$ cat config.mk
export PLATFORM = sky130hd
export DESIGN_NAME = pwg_phase_div
export DESIGN_NICKNAME = d
export VERILOG_FILES = /design/src/rtl/pwg_pkg.sv /design/src/rtl/pwg_phase_div.sv
export SDC_FILE = /design/constraint.sdc
export NUM_CORES = 2
export LEC_CHECK = 0
export BUFFER_PORTS_ARGS = -buffer_cell sky130_fd_sc_hd__buf_2
export CORE_UTILIZATION = 62
export CTS_CLUSTER_DIAMETER = 100
export DETAILED_ROUTE_END_ITERATION = 12
export PLACE_DENSITY = 0.88
export SLEW_MARGIN = 15
export SYNTH_ARGS = -nofsm -noshare
export SYNTH_HDL_FRONTEND = slang
export SYNTH_SLANG_ARGS = --single-unit
export TNS_END_PERCENT = 100
$ cat constraint.sdc
create_clock -name i_clk -period 9.8 [get_ports i_clk]
set_clock_uncertainty 0.15 [all_clocks]
set_input_delay 0.49 -clock i_clk [delete_from_list [all_inputs] [get_ports i_clk]]
set_output_delay 0.49 -clock i_clk [all_outputs]
set_load 0.05 [all_outputs]
$ cat src/rtl/pwg_pkg.sv
// Shared package for the periodic waveform generator.
// Holds parameter defaults, register widths, waveform codes and register indexes.
// No dependencies.
package pwg_pkg;

    // parameter defaults
    localparam int TIME_WIDTH_DEF   = 32;
    localparam int SAMPLE_WIDTH_DEF = 16;
    localparam int PHASE_BITS_DEF   = 16;
    localparam int SINE_DEPTH_DEF   = 1024;

    // register and config port widths
    localparam int PERIOD_WIDTH    = 32;
    localparam int KIND_WIDTH      = 3;
    localparam int CFG_INDEX_WIDTH = 2;
    localparam int CFG_DATA_WIDTH  = 32;

    // waveform codes; any other code yields zero
    localparam logic [KIND_WIDTH-1:0] KIND_SINE     = 3'd0;
    localparam logic [KIND_WIDTH-1:0] KIND_SQUARE   = 3'd1;
    localparam logic [KIND_WIDTH-1:0] KIND_TRIANGLE = 3'd2;
    localparam logic [KIND_WIDTH-1:0] KIND_SAWTOOTH = 3'd3;

    // config register indexes
    localparam logic [CFG_INDEX_WIDTH-1:0] CFG_KIND   = 2'd0;
    localparam logic [CFG_INDEX_WIDTH-1:0] CFG_PERIOD = 2'd1;

    // reset values
    localparam logic [KIND_WIDTH-1:0]   KIND_RESET   = KIND_SINE;
    localparam logic [PERIOD_WIDTH-1:0] PERIOD_RESET = 32'd1000;

endpackage

$ cat src/rtl/pwg_phase_div.sv
// Pipelined restoring divider forming phase = (rem << PHASE_BITS) / period.
// One phase bit per stage, PHASE_BITS stages. Depends on pwg_pkg.
module pwg_phase_div #(
    parameter int PHASE_BITS = pwg_pkg::PHASE_BITS_DEF
) (
    input  logic                              i_clk,
    input  logic                              i_rst_n,
    input  logic                              i_valid,
    input  logic [pwg_pkg::PERIOD_WIDTH-1:0]  i_rem,
    input  logic [pwg_pkg::PERIOD_WIDTH-1:0]  i_period,
    output logic                              o_valid,
    output logic [PHASE_BITS-1:0]             o_phase
);
    import pwg_pkg::*;

    logic                    r_vld   [PHASE_BITS];
    logic [PERIOD_WIDTH-1:0] r_rem   [PHASE_BITS];
    logic [PHASE_BITS-1:0]   r_phase [PHASE_BITS];

    for (genvar j = 0; j < PHASE_BITS; j++) begin : g_stage
        logic                    vld_in;
        logic [PERIOD_WIDTH-1:0] rem_in;
        logic [PHASE_BITS-1:0]   phase_in;
        logic [PERIOD_WIDTH:0]   wide;
        logic [PERIOD_WIDTH:0]   diff;
        logic                    ge;
        logic [PERIOD_WIDTH-1:0] n_rem;

        if (j == 0) begin : g_first
            assign vld_in   = i_valid;
            assign rem_in   = i_rem;
            assign phase_in = '0;
        end else begin : g_next
            assign vld_in   = r_vld[j-1];
            assign rem_in   = r_rem[j-1];
            assign phase_in = r_phase[j-1];
        end

        // remainder stays below period, so doubled it fits one extra bit
        assign wide  = {rem_in, 1'b0};
        assign diff  = wide - {1'b0, i_period};
        assign ge    = (wide >= {1'b0, i_period});
        assign n_rem = ge ? diff[PERIOD_WIDTH-1:0] : wide[PERIOD_WIDTH-1:0];

        always_ff @(posedge i_clk) begin
            if (!i_rst_n) begin
                r_vld[j] <= 1'b0;
            end else begin
                r_vld[j] <= vld_in;
            end
        end

        always_ff @(posedge i_clk) begin
            r_rem[j]   <= n_rem;
            r_phase[j] <= {phase_in[PHASE_BITS-2:0], ge};
        end
    end

    assign o_valid = r_vld[PHASE_BITS-1];
    assign o_phase = r_phase[PHASE_BITS-1];

endmodule

==> impl_metrics.json <==
{
  "die_area_um2": 69210,
  "die_x_um": 263.1,
  "coreArea_um2": 67280,
  "hp-class": "in -> reg",
  "status": "finished, final reports clean",
  "rsz0062_at_grt": "no",
  "dpl.hpwl_um": 81680,
  "num_vias": 37330,
  "synth_xor_area_frac": 0.08663,
  "start_util": 0.6281,
  "synth_edf_count": 0,
  "gp_congestion": 0.9646,
  "routed_via_density": 6.310,
  "ant_nets": 0,
  "timing.setup.tns_ns": 0,
  "finalNonFillerCells": 5916,
  "cts.sinks": 632,
  "worstHoldEndpoint": "r_rem[0][3]",
  "async_flop_share": 0,
  "synth_warnings": 0,
  "ys_seq_area_frac": 0.2994,
  "dr.pass1.iters": 7,
  "r2r_cells": 13,
  "area_growth_pct": 9.214,
  "synth_most_common_cell": "dfxtp_1",
  "worst_pin_slew_ns": 1.011,
  "muxShareOfSynthArea": 0.04856,
  "drtIter0Drc": 3043,
  "setup_viol": 0,
  "clockBufferDepth": 3,
  "first_global_vias": 35740,
  "synthesis.nets": 5536,
  "yosysTopAreaCell": "dfxtp_1",
  "overflow": 0,
  "cp-start-kind": "input pin",
  "p_leak_nw": 20.76,
  "drive_gt1_frac": 0.09066,
  "cts_root_buf": "clkbuf_16",
  "clkPwrFrac": 0.154,
  "ctsHtreeMaxLevel": 3,
  "place_inst": 5773,
  "netlist_area_um2": 42260,
  "required_ns": 10.14,
  "hold_ws_ns": 0.01066,
  "grt_use_total": 0.3201,
  "fmax_mhz": 199.6,
  "die_y_um": 263.1,
  "io_buffers": 83,
  "p_int_mw": 10.64,
  "r2r_start": "r_rem[4][0]",
  "synth_cell_types": 77,
  "synthTopCellsByCount": "dfxtp_1, a21oi_1, ha_1",
  "synth-simple-area-share": 0.1409,
  "synth_top_family_by_area": "compound AO/OA/AOI/OAI gates",
  "fin_crit_sh": 0.5112,
  "wl_um": 114500,
  "placed_area_um2": 43510,
  "hold_violations": 0,
  "synth_top_area_share": 0.2994,
  "drt-wirelength-per-cell_um": 19.36,
  "synth_ff_type": "dfxtp_1",
  "clk_transition_reported_paths_ns": 0.06,
  "grt_pass1_wl_um": 181100,
  "finalCriticalPeriod_ns": 5.010,
  "min_from": "i_rem[2]",
  "cap_violations": 0,
  "cp_max_fo": 22,
  "numCtsBuffers": 71,
  "drc": 0,
  "crit_arrival_ns": 5.35,
  "synthAdderAreaFrac": 0.1584,
  "synthesis.instances": 4943,
  "design_area_um2": 46150,
  "ios": 84,
  "swShare": 0.4295,
  "hold_path_depth": 2,
  "grt_max_degree": 63,
  "cts_setup_buffers": 0,
  "slew_headroom": 0.3084,
  "p_total_mw": 18.65,
  "comb_power_share": 0.592,
  "synth_area_leaders": "dfxtp_1, ha_1, a21oi_1",
  "switchingPower_mw": 8.008,
  "ys_ff_latch": 632,
  "slew_violations": 0,
  "rows": 95,
  "critPathCaptureType": "register",
  "reg2reg_to": "r_rem[4][44]",
  "grt_antenna_before_repair": 1,
  "ir_drop_mv": 0.2804,
  "fin_nets": 5576,
  "synth-compound-area-share": 0.2374,
  "critPathKind": "in -> reg",
  "pwr_density_cell_nw_per_um2": 404.0,
  "reg2reg_slack_ns": 5.42,
  "clkLatencyLatePin_ns": 0.63,
  "syn_area_per_cell_um2": 8.549,
  "p_seq_frac": 0.255,
  "cts_tree": "done"
}
[per-layer routing]
| layer | vias to the layer above | GRT usage | wire (um) |
|---|---|---|---|
| li1 | 18060 | - | - |
| met1 | 17390 | 0.3832 | 46780 |
| met2 | 1456 | 0.5477 | 53140 |
| met3 | 432 | 0.04686 | 7596 |
| met4 | 0 | 0.1826 | 7019 |
| met5 | - | 0 | 0 |
[worst max-delay path by stage]
stage / slack [ns] / end / start
finish: 4.79 / r_rem[4][44] / i_period[1]
global route: 4.50 / r_rem[0][30] / i_period[1]
CTS: 4.50 / r_rem[4][56] / i_period[1]
detailed placement: 3.94 / r_rem[4][56] / i_period[1]
global placement: 3.95 / r_rem[4][48] / i_period[1]
floorplan: 5.58 / r_rem[4][57] / i_period[11]
[cell type report]
cell class	count	area, um2
Antenna cell	2	5.005
Clock buffer	101	2063
Clock inverter	30	452.9
Fill cell	5224	21130
Inverter	144	540.5
Multi-Input combinational cell	3999	28500
Sequential cell	632	12650
Tap cell	873	1092
Timing Repair Buffer	135	848.3
[layout by cell type (no fill, tap or decap), types with 14 or more instances in the layout]
| cell type | netlist | layout |
|---|---|---|
| dfxtp_1 | 632 | 632 |
| xor2_1 | 162 | 162 |
| buf_2 | 15 | 83 |
| o31a_1 | 16 | 16 |
| o21ai_0 | 308 | 307 |
| ha_1 | 511 | 511 |
| clkbuf_16 | 0 | 74 |
| a21boi_0 | 18 | 18 |
| nand4_1 | 86 | 86 |
| nand3_1 | 98 | 98 |
| o31ai_1 | 32 | 32 |
| xnor2_1 | 256 | 256 |
| o21bai_1 | 64 | 64 |
| o21a_1 | 67 | 67 |
| and4_1 | 14 | 14 |
| fa_1 | 15 | 15 |
| a221o_1 | 15 | 14 |
| nand2_1 | 351 | 350 |
| mux2_2 | 172 | 172 |
| nor2b_1 | 75 | 75 |
| buf_4 | 0 | 42 |
| a211oi_1 | 30 | 30 |
| inv_1 | 143 | 143 |
| nand2b_1 | 60 | 60 |
| nor2_1 | 395 | 395 |
| nor3_1 | 46 | 46 |
| a31oi_1 | 54 | 52 |
| and2_1 | 47 | 47 |
| a21oi_1 | 568 | 568 |
| or3_1 | 17 | 17 |
| and3_1 | 38 | 37 |
| a21o_1 | 283 | 283 |
| o211ai_1 | 21 | 21 |
| clkbuf_1 | 143 | 16 |
[critical path: stages]
cell,delay (ns)
buf_2,0.10
buf_4,0.23
inv_1,0.66
ha_1,0.37
nor2b_1,0.15
o31a_1,0.32
o31ai_2,0.25
a21oi_1,0.19
a221o_1,0.39
a41oi_2,0.29
o21ai_1,0.08
a221o_1,0.39
a41o_1,0.25
a41oi_4,0.55
buf_16,0.24
mux2_2,0.35
[through the flow]
step	util	worst slack [ns]
6_report	0.6860	4.790
3_3_place_gp	0.6468	3.950
4_1_cts	0.6855	4.503
3_5_place_dp	0.6468	3.938
2_1_floorplan	-	5.579
5_1_grt	0.6859	4.495
[logic make-up after synthesis]
family,Yosys count
AOI/OAI and AO/OA,1604
buffers and inverters,312
DFF,632
adders and majority gates,526
xor gates and xnor gates,418
muxes,183
and+or+nand+nor,1268
[power groups by stage]
stage	Clock, mW	Combinational, mW	Sequential, mW
floorplan	0	8.68	4.50
global placement	0	10.3	4.77
detailed placement	0	10.7	4.76
CTS	2.89	10.8	4.73
global route	3.00	12.2	4.83
finish	2.86	11.0	4.75
[registers in the layout (all words and copies together) (netlist names)]
name and cells:
r_phase 136, r_vld 16, r_rem 480
[timing repair]
item,4_1_cts,5_1_grt
hold endpoints to repair,9,0
resized for setup,0,0
setup endpoints to repair,0,0
hold buffers,9,0
Note: power is estimated with default switching activity, not from simulation.
